==> src/rtl/core/brf_pkg.sv <==
`timescale 1ns / 1ps

package brf_pkg;

  localparam int DEPTH       = 256;
  localparam int ADDR_W      = $clog2(DEPTH);
  localparam int POS_W       = ADDR_W + 1;
  localparam int MAX_GET     = 64;
  localparam int GET_W       = 7;
  localparam int BYTE_W      = 8;
  localparam int FILL_W      = 9;
  localparam int IN_TDATA_W  = 16;
  localparam int OUT_TDATA_W = 24;
  localparam int OUT_PAD_W   = OUT_TDATA_W - BYTE_W - FILL_W - 1;

  localparam logic CMD_PUT = 1'b0;
  localparam logic CMD_GET = 1'b1;

endpackage

==> src/rtl/core/byte_ring_fifo_core.sv <==
`timescale 1ns / 1ps

// Channel | Direction | tdata (low bit up)                        | tuser                 | tlast
// in_     | slave     | data_in[7:0], get_count[14:8]             | cmd                   | -
// out_    | master    | data_out[7:0], fill_count[16:8], is_full  | data_valid, accepted  | last
//
// A put, or a get that yields no byte, produces one item.
// A get of n bytes produces n items: each byte is read on the store's single
// read port in ST_RD and then loaded into the output register in ST_EM.
// Reset (rst_n low, synchronous) clears both positions and the output valid;
// the byte store holds no reset. A stalled output holds the block; no new
// input item is taken until the current one has produced all its items.
module byte_ring_fifo_core (
  input  logic                              clk,
  input  logic                              rst_n,
  input  logic                              in_tvalid,
  output logic                              in_tready,
  input  logic [brf_pkg::IN_TDATA_W-1:0]    in_tdata,   // data_in[7:0], get_count[14:8]
  input  logic                              in_tuser,   // cmd
  output logic                              out_tvalid,
  input  logic                              out_tready,
  output logic [brf_pkg::OUT_TDATA_W-1:0]   out_tdata,  // data_out, fill_count, is_full
  output logic [1:0]                        out_tuser,  // data_valid, accepted
  output logic                              out_tlast
);

  localparam logic [1:0] ST_IDLE = 2'd0;
  localparam logic [1:0] ST_RD   = 2'd1;
  localparam logic [1:0] ST_EM   = 2'd2;

  logic [brf_pkg::BYTE_W-1:0] mem [brf_pkg::DEPTH];
  logic [brf_pkg::BYTE_W-1:0] rdata_r;

  logic [1:0]                 state_r, state_nxt;
  logic [brf_pkg::POS_W-1:0]  wp_r, wp_nxt;
  logic [brf_pkg::POS_W-1:0]  rp_r, rp_nxt;
  logic [brf_pkg::GET_W-1:0]  cnt_r, cnt_nxt;

  logic                       out_valid_r, out_valid_nxt;
  logic [brf_pkg::BYTE_W-1:0] out_data_r, out_data_nxt;
  logic                       out_dv_r, out_dv_nxt;
  logic                       out_last_r, out_last_nxt;
  logic                       out_acc_r, out_acc_nxt;
  logic [brf_pkg::FILL_W-1:0] out_fill_r, out_fill_nxt;

  logic                       slot_free;
  logic                       in_acc;
  logic                       put_we;
  logic [brf_pkg::BYTE_W-1:0] din;
  logic [brf_pkg::GET_W-1:0]  want, want_sat, n_get;
  logic [brf_pkg::POS_W-1:0]  fill_now, rp_inc, wp_inc;

  assign slot_free = !out_valid_r || out_tready;
  assign in_tready = (state_r == ST_IDLE) && slot_free;
  assign in_acc    = in_tvalid && in_tready;
  assign din       = in_tdata[brf_pkg::BYTE_W-1:0];
  assign want      = in_tdata[brf_pkg::BYTE_W +: brf_pkg::GET_W];
  assign fill_now  = wp_r - rp_r;
  assign rp_inc    = rp_r + 1'b1;
  assign wp_inc    = wp_r + 1'b1;

  // clamp the request to MAX_GET, then to what is stored
  assign want_sat = (want > brf_pkg::GET_W'(brf_pkg::MAX_GET)) ?
                    brf_pkg::GET_W'(brf_pkg::MAX_GET) : want;
  assign n_get    = (fill_now < brf_pkg::POS_W'(want_sat)) ?
                    brf_pkg::GET_W'(fill_now) : want_sat;

  assign put_we = in_acc && (in_tuser == brf_pkg::CMD_PUT) &&
                  (fill_now != brf_pkg::POS_W'(brf_pkg::DEPTH));

  always_comb begin
    state_nxt     = state_r;
    wp_nxt        = wp_r;
    rp_nxt        = rp_r;
    cnt_nxt       = cnt_r;
    out_valid_nxt = out_valid_r && !out_tready;
    out_data_nxt  = out_data_r;
    out_dv_nxt    = out_dv_r;
    out_last_nxt  = out_last_r;
    out_acc_nxt   = out_acc_r;
    out_fill_nxt  = out_fill_r;
    case (state_r)
      ST_IDLE: begin
        if (in_acc) begin
          if (in_tuser == brf_pkg::CMD_PUT) begin
            if (put_we) begin
              wp_nxt = wp_inc;
            end
            out_valid_nxt = 1'b1;
            out_data_nxt  = '0;
            out_dv_nxt    = 1'b0;
            out_last_nxt  = 1'b1;
            out_acc_nxt   = put_we;
            out_fill_nxt  = brf_pkg::FILL_W'(put_we ? wp_inc - rp_r : fill_now);
          end else if (n_get == '0) begin
            out_valid_nxt = 1'b1;
            out_data_nxt  = '0;
            out_dv_nxt    = 1'b0;
            out_last_nxt  = 1'b1;
            out_acc_nxt   = 1'b0;
            out_fill_nxt  = brf_pkg::FILL_W'(fill_now);
          end else begin
            cnt_nxt   = n_get;
            state_nxt = ST_RD;
          end
        end
      end
      ST_RD: begin
        state_nxt = ST_EM;
      end
      ST_EM: begin
        if (slot_free) begin
          out_valid_nxt = 1'b1;
          out_data_nxt  = rdata_r;
          out_dv_nxt    = 1'b1;
          out_acc_nxt   = 1'b0;
          out_last_nxt  = (cnt_r == brf_pkg::GET_W'(1));
          // drained: both positions go back to zero
          if (rp_inc == wp_r) begin
            rp_nxt       = '0;
            wp_nxt       = '0;
            out_fill_nxt = '0;
          end else begin
            rp_nxt       = rp_inc;
            out_fill_nxt = brf_pkg::FILL_W'(wp_r - rp_inc);
          end
          cnt_nxt   = cnt_r - 1'b1;
          state_nxt = (cnt_r == brf_pkg::GET_W'(1)) ? ST_IDLE : ST_RD;
        end
      end
      default: begin
        state_nxt = ST_IDLE;
      end
    endcase
  end

  always_ff @(posedge clk) begin
    if (put_we) begin
      mem[wp_r[brf_pkg::ADDR_W-1:0]] <= din;
    end
    if (state_r == ST_RD) begin
      rdata_r <= mem[rp_r[brf_pkg::ADDR_W-1:0]];
    end
  end

  always_ff @(posedge clk) begin
    if (!rst_n) begin
      state_r     <= ST_IDLE;
      wp_r        <= '0;
      rp_r        <= '0;
      cnt_r       <= '0;
      out_valid_r <= 1'b0;
    end else begin
      state_r     <= state_nxt;
      wp_r        <= wp_nxt;
      rp_r        <= rp_nxt;
      cnt_r       <= cnt_nxt;
      out_valid_r <= out_valid_nxt;
    end
  end

  always_ff @(posedge clk) begin
    out_data_r <= out_data_nxt;
    out_dv_r   <= out_dv_nxt;
    out_last_r <= out_last_nxt;
    out_acc_r  <= out_acc_nxt;
    out_fill_r <= out_fill_nxt;
  end

  assign out_tvalid = out_valid_r;
  assign out_tlast  = out_last_r;
  assign out_tuser  = {out_acc_r, out_dv_r};
  assign out_tdata  = {{brf_pkg::OUT_PAD_W{1'b0}},
                       (out_fill_r == brf_pkg::FILL_W'(brf_pkg::DEPTH)),
                       out_fill_r, out_data_r};

endmodule

==> config.mk <==
export PLATFORM = sky130hd
export DESIGN_NAME = byte_ring_fifo_core
export DESIGN_NICKNAME = d
export VERILOG_FILES = /design/src/rtl/core/brf_pkg.sv /design/src/rtl/core/byte_ring_fifo_core.sv
export SDC_FILE = /design/constraint.sdc
export NUM_CORES = 2
export LEC_CHECK = 0
export BUFFER_PORTS_ARGS = -buffer_cell sky130_fd_sc_hd__buf_2
export CORE_UTILIZATION = 35
export DETAILED_ROUTE_END_ITERATION = 7
export SLEW_MARGIN = 0
export SYNTH_ARGS = -nofsm -noshare
export SYNTH_HDL_FRONTEND = slang
export SYNTH_SLANG_ARGS = --single-unit
==> constraint.sdc <==
create_clock -name clk -period 7 [get_ports clk]
set_input_delay 0.35 -clock clk [delete_from_list [all_inputs] [get_ports clk]]
set_output_delay 0.35 -clock clk [all_outputs]
set_load 0.005 [all_outputs]
# Word level (Yosys, flattened, before mapping)
# Memory sizes are Yosys's and may differ from the RTL's. A register that Yosys moved wholly into a read port is not among the register bits.
# Cells that the tools add are included.
[word_totals]
ff_bits = 48
ram_bits = 2048
out_inout_bits = 29
memories = 1
[memory_table]
columns = ["name", "words", "word_bits", "rd", "rd_ports_with_merged_regs", "write_ports", "line", "text"]
rows = [
  ["mem", 256, 8, 1, 1, 1, "byte_ring_fifo_core.sv:31", "logic [brf_pkg::BYTE_W-1:0] mem [brf_pkg::DEPTH];"],
]
[op_classes]
addsub = 6
n_lt_le_gt_ge = 2
n_eq_ne = 14
muxes = 53
n_bitwise = 1
reduce_logical = 16
[op_table]
columns = ["operator", "count"]
rows = [
  ["9-bit 2-to-1 mux", 12],
  ["7-bit 2-to-1 mux", 6],
  ["9-bit case mux with 2 select lines", 2],
  ["8-bit 2-to-1 mux", 4],
  ["9-bit subtractor", 3],
  ["9-bit by 1-bit adder with 9-bit output, second input constant", 2],
  ["1-bit 2-to-1 mux", 18],
  ["8-bit case mux with 2 select lines", 1],
  ["2-bit inequality test, second input constant", 7],
  ["7-bit case mux with 2 select lines", 1],
  ["9-bit equality test", 1],
  ["9-bit equality test, second input constant", 1],
  ["9-bit by 7-bit less-than comparator with 1-bit output", 1],
  ["9-bit inequality test, second input constant", 1],
  ["2-bit 2-to-1 mux", 4],
  ["1-bit case mux with 2 select lines", 4],
  ["4-bit AND reduction", 2],
  ["7-bit by 1-bit equality test with 1-bit output, second input constant", 1],
  ["7-bit greater-than comparator, second input constant", 1],
  ["7-bit zero test", 1],
  ["7-bit by 1-bit subtractor with 7-bit output, second input constant", 1],
  ["2-bit case mux with 3 select lines", 1],
  ["6-bit AND reduction", 1],
  ["1-bit logical AND", 5],
  ["other kinds (10)", 11],
]

# Longest topological paths before layout
[logic_depth]
ltp_word = 10
mapped_depth = 21
ltp_nobuf = 16

# Least setup slack after synthesis
# Ideal clock, no wire load.
[synth_timing]
path_type = "register to register"
start = "register rp_r[3] (netlist name)"
end = "register out_acc_r, enable pin"
setup_ns = 0.422
t_arrival_ns = 5.072
setup_slack_ns = 1.505
path_stages_with_launch = 21
path_buffers = 4
path_cell_list = "dfxtp_1 buf_4 inv_1 buf_2 buf_2 clkbuf_1 ha_1 o21ai_0 a21oi_1 o22a_1 xnor2_1 inv_1 ha_1 a21oi_1 nand2_1 a21oi_1 o221a_2 nand4_1 nand3_1 a21oi_1 nor3_1"
[synth_via]
elab_chain_len = 6
[synth_lines]
columns = ["item", "line", "text"]
rows = [
  ["from (decl)", "byte_ring_fifo_core.sv:36", "logic [brf_pkg::POS_W-1:0] rp_r, rp_nxt;"],
  ["from (signal assigned)", "byte_ring_fifo_core.sv:156", "rp_r <= rp_nxt;"],
  ["9-bit subtractor *", "byte_ring_fifo_core.sv:58", "assign fill_now = wp_r - rp_r;"],
  ["9-bit by 7-bit less-than comparator with 1-bit output", "byte_ring_fifo_core.sv:65", "assign n_get = (fill_now < brf_pkg::POS_W'(want_sat)) ?"],
  ["7-bit 2-to-1 mux *", "byte_ring_fifo_core.sv:65", ""],
  ["7-bit zero test *", "byte_ring_fifo_core.sv:95", "end else if (n_get == '0) begin"],
  ["3-bit by 2-bit inequality test with 1-bit output (no line) *", "n/a", ""],
  ["4-bit AND reduction (no line) *", "n/a", ""],
  ["to (signal assigned)", "byte_ring_fifo_core.sv:166", "out_acc_r <= out_acc_nxt;"],
  ["to (decl)", "byte_ring_fifo_core.sv:43", "logic out_acc_r, out_acc_nxt;"],
]
# Mark *: on every way between the ends. The rest lies on a longest branch, timed or not.
# A chain may end at the register's enable or synchronous reset.

# Worst setup path after layout
[layout_timing]
start = "register wp_r[0] (netlist name)"
end = "memory mem[57][4] (netlist name), enable pin"
[layout_via]
elab_chain_len = 5
[layout_lines]
columns = ["item", "line", "text"]
rows = [
  ["from (decl)", "byte_ring_fifo_core.sv:35", "logic [brf_pkg::POS_W-1:0] wp_r, wp_nxt;"],
  ["from (signal assigned)", "byte_ring_fifo_core.sv:155", "wp_r <= wp_nxt;"],
  ["9-bit subtractor", "byte_ring_fifo_core.sv:58", ""],
  ["9-bit inequality test", "byte_ring_fifo_core.sv:69", "(fill_now != brf_pkg::POS_W'(brf_pkg::DEPTH));"],
  ["1-bit logical AND", "byte_ring_fifo_core.sv:68", "assign put_we = in_acc && (in_tuser == brf_pkg::CMD_PUT) &&"],
  ["1-bit 2-to-1 mux", "byte_ring_fifo_core.sv:138", "if (put_we) begin"],
  ["1-bit 2-to-1 mux (implied by the code)", "byte_ring_fifo_core.sv:139", "mem[wp_r[brf_pkg::ADDR_W-1:0]] <= din;"],
  ["to (decl)", "byte_ring_fifo_core.sv:31", ""],
]
# Parallel ways exist; a longest one is shown, timed or not.

==> reports/qor.yml <==
grt_start_max_net_pins: 147
fmax_ghz: 0.1802
die_y_um: 489.1
clk_pin_slew_ns: 0.06
critPathCaptureType: "flip-flop"
drc: 0
setup_viol: 0
rows: 178
die_w_um: 489.1
fin_crit_sh_pct: 79.28
drt-total-wl_um: 201300
stdcell_count: 7233
slowest_delay_ns: 0.67
cts_max_path_buffers: 3
cts_tree: "done"
setup_tns_ns: 0
slew_violations: 0
min_period_ns: 5.550
tightest_slew_ns: 1.244
io_buffers: 42
synth_flop_cell: "edfxtp_1"
finClkSkew_ns: 0.04095
grt_pass1_vias: 39390
cap_viol_max_count: 0
synth_edf_count: 2076
dr.pass1.iters: 6
final_util_pct: 39.58
synth_seq_area_share_pct: 75.76
numCtsBuffers: 209
io_pins: 50
syn_avg_cell_area_um2: 21.85
start_kind: "flip-flop"
worstPathArrival_ns: 6.01
required_ns: 7.46
worstPathMaxFanout: 18
crit_slowest_cell: "nor2_1"
core-area_um2: 235600
viasPerCell: 5.357
drive_gt1_share_pct: 25.84
ys_warn_count: 0
area_growth_pct: 12.32
hpwlAfterDp_um: 119400
vdd_drop_max_mv: 0.2811
clock_sinks: 2104
status: "complete, no violations"
p_leak_nw: 27.57
num_antenna_cells: 0
drtAntennaViolNets: 0
clock_latency_ns: 0.85
cts_max_level: 4
postCtsHoldBufs: 10
cp_top_family: "simple AND/OR/NAND/NOR gates"
grt_overflow: 0
place_congestion: 0.8151
die_area_um2: 239200
hp-class: "input pin to flip-flop"
drtIter0Drc: 4090
wl_per_cell_um: 27.83
cp.buffers_inverters: 3
total_power_mw: 25.54
synth_seq_cells: 2104
crit_top_cell: "buf_4"
placed_area_um2: 86860
grt_pass1_wl_um: 289500
worst-setup-path-type: "flip-flop to flip-flop"
vias: 38750
layout_common_cells: "2076 x edfxtp_1, 635 x mux4_2, 318 x nor2_1, 210 x clkbuf_16, 75 x nand2_1"
synth_cell_types: 68
synthCells: 3800
initial_utilization_pct: 35.24
gr-usage-all-layers_pct: 16.86
layout_commonest_cell: "edfxtp_1"
antenna_found_initial: 7
cts_resized: 0
cts_setup_buffers: 0
async_flop_share_pct: 0
synthesis.area_um2: 83030
relSlewSlack_pct: 17.04
cts_root_buffer: "clkbuf_16"
design_area_um2: 93260
path_cells: "inv_1 > ha_1 > fa_1 > nand2b_1 > a21oi_1 > xor2_1 > a2111oi_2 > nand4_2 > and2_1 > buf_4 > nand3_2 > buf_4 > nor2_1"
rsz0062_at_grt: "no"
post-place-cells: 6850
hold_viol_final: 0
layout.nets: 3982
powerDensity_nw_per_um2: 273.9
worst register-to-register path: cells and delay by family (launching register included):
kind                     cells  cell delay, ns
AO/OA/AOI/OAI                2            0.33
XOR/XNOR                     1            0.37
adder cells (fa/ha/maj)      2            0.66
buffers and inverters        3            1.07
flip-flops                   1            0.41
AND/OR/NAND/NOR              5            2.35
cell type report:
| type | instances | area (um^2) |
|---|---|---|
| sequential | 2104 | 62910 |
| clock buffer | 265 | 5461 |
| clock inverter | 108 | 838.3 |
| fill | 20870 | 142400 |
| inverter | 28 | 113.9 |
| multi-input combinational | 1453 | 18990 |
| timing repair buffer | 125 | 1003 |
| tap | 3150 | 3941 |
state kept, by name, indices dropped and copies added, names as in the netlist:
register    flops
cnt_r           7
mem          2048
out_acc_r       1
out_data_r      8
out_dv_r        1
out_fill_r      9
out_tlast       1
out_tvalid      1
rdata_r         8
rp_r            9
state_r         2
wp_r            9
metrics by stage:
| step | hold slack, ns | setup WS (ns) |
|---|---|---|
| floorplan | 0.4489 | 1.505 |
| finish | 0.06091 | 1.450 |
| global route | 0.06652 | 1.185 |
| global placement | 0.4780 | 1.555 |
| detailed placement | 0.4761 | 1.506 |
| CTS | 0.01419 | 1.492 |
power breakdown:
group / internal, mW / leakage (nW) / switching [mW]
registers: 13.9 / 18.9 / 0.0397
clock network: 5.76 / 3.07 / 4.68
logic: 0.457 / 5.60 / 0.699
cells in the mapped netlist, drive strengths merged (26+ instances only):
master,number,area (um^2)
buf,129,747.0
a21oi,44,224.0
ha,37,462.9
nand3,42,275.3
o21ai,26,130.1
dfxtp,28,560.5
xnor2,29,254.0
nand2,75,281.5
clkbuf,91,341.6
mux4,635,14300
edfxtp,2076,62340
nor2,322,1209
final timing paths:
kind | start | end | cells past startpoint | slack [ns]
setup / recovery | wp_r[0] | mem[57][4] | 13 | 1.45
hold / removal | in_tdata[0] | mem[104][0] | 1 | 0.06
setup reg to reg | wp_r[0] | mem[57][4] | 13 | 1.45
hold reg to reg | cnt_r[6] | cnt_r[6] | 2 | 0.48
cells by family (layout without fill, tap and decap cells):
kind of cell	count (synthesis)	in the layout	synth area share [%]
other cells	1	6	0.004516
compound gates	180	180	1.483
fa+ha+maj	40	40	0.6299
mux	649	649	17.39
flops	2104	2104	75.76
simple gates	534	534	2.831
buf+inv	248	526	1.438
xor+xnor	44	44	0.4641
routing by layer:
metal	vias to the layer above	part of all wire (%)	GRT usage (%)
li1	16170	-	-
met1	20910	42	23.52
met2	1417	48	26.61
met3	252	7.3	3.463
met4	0	2.5	4.994
met5	-	0	0
Power figures use the tool's default switching activity.
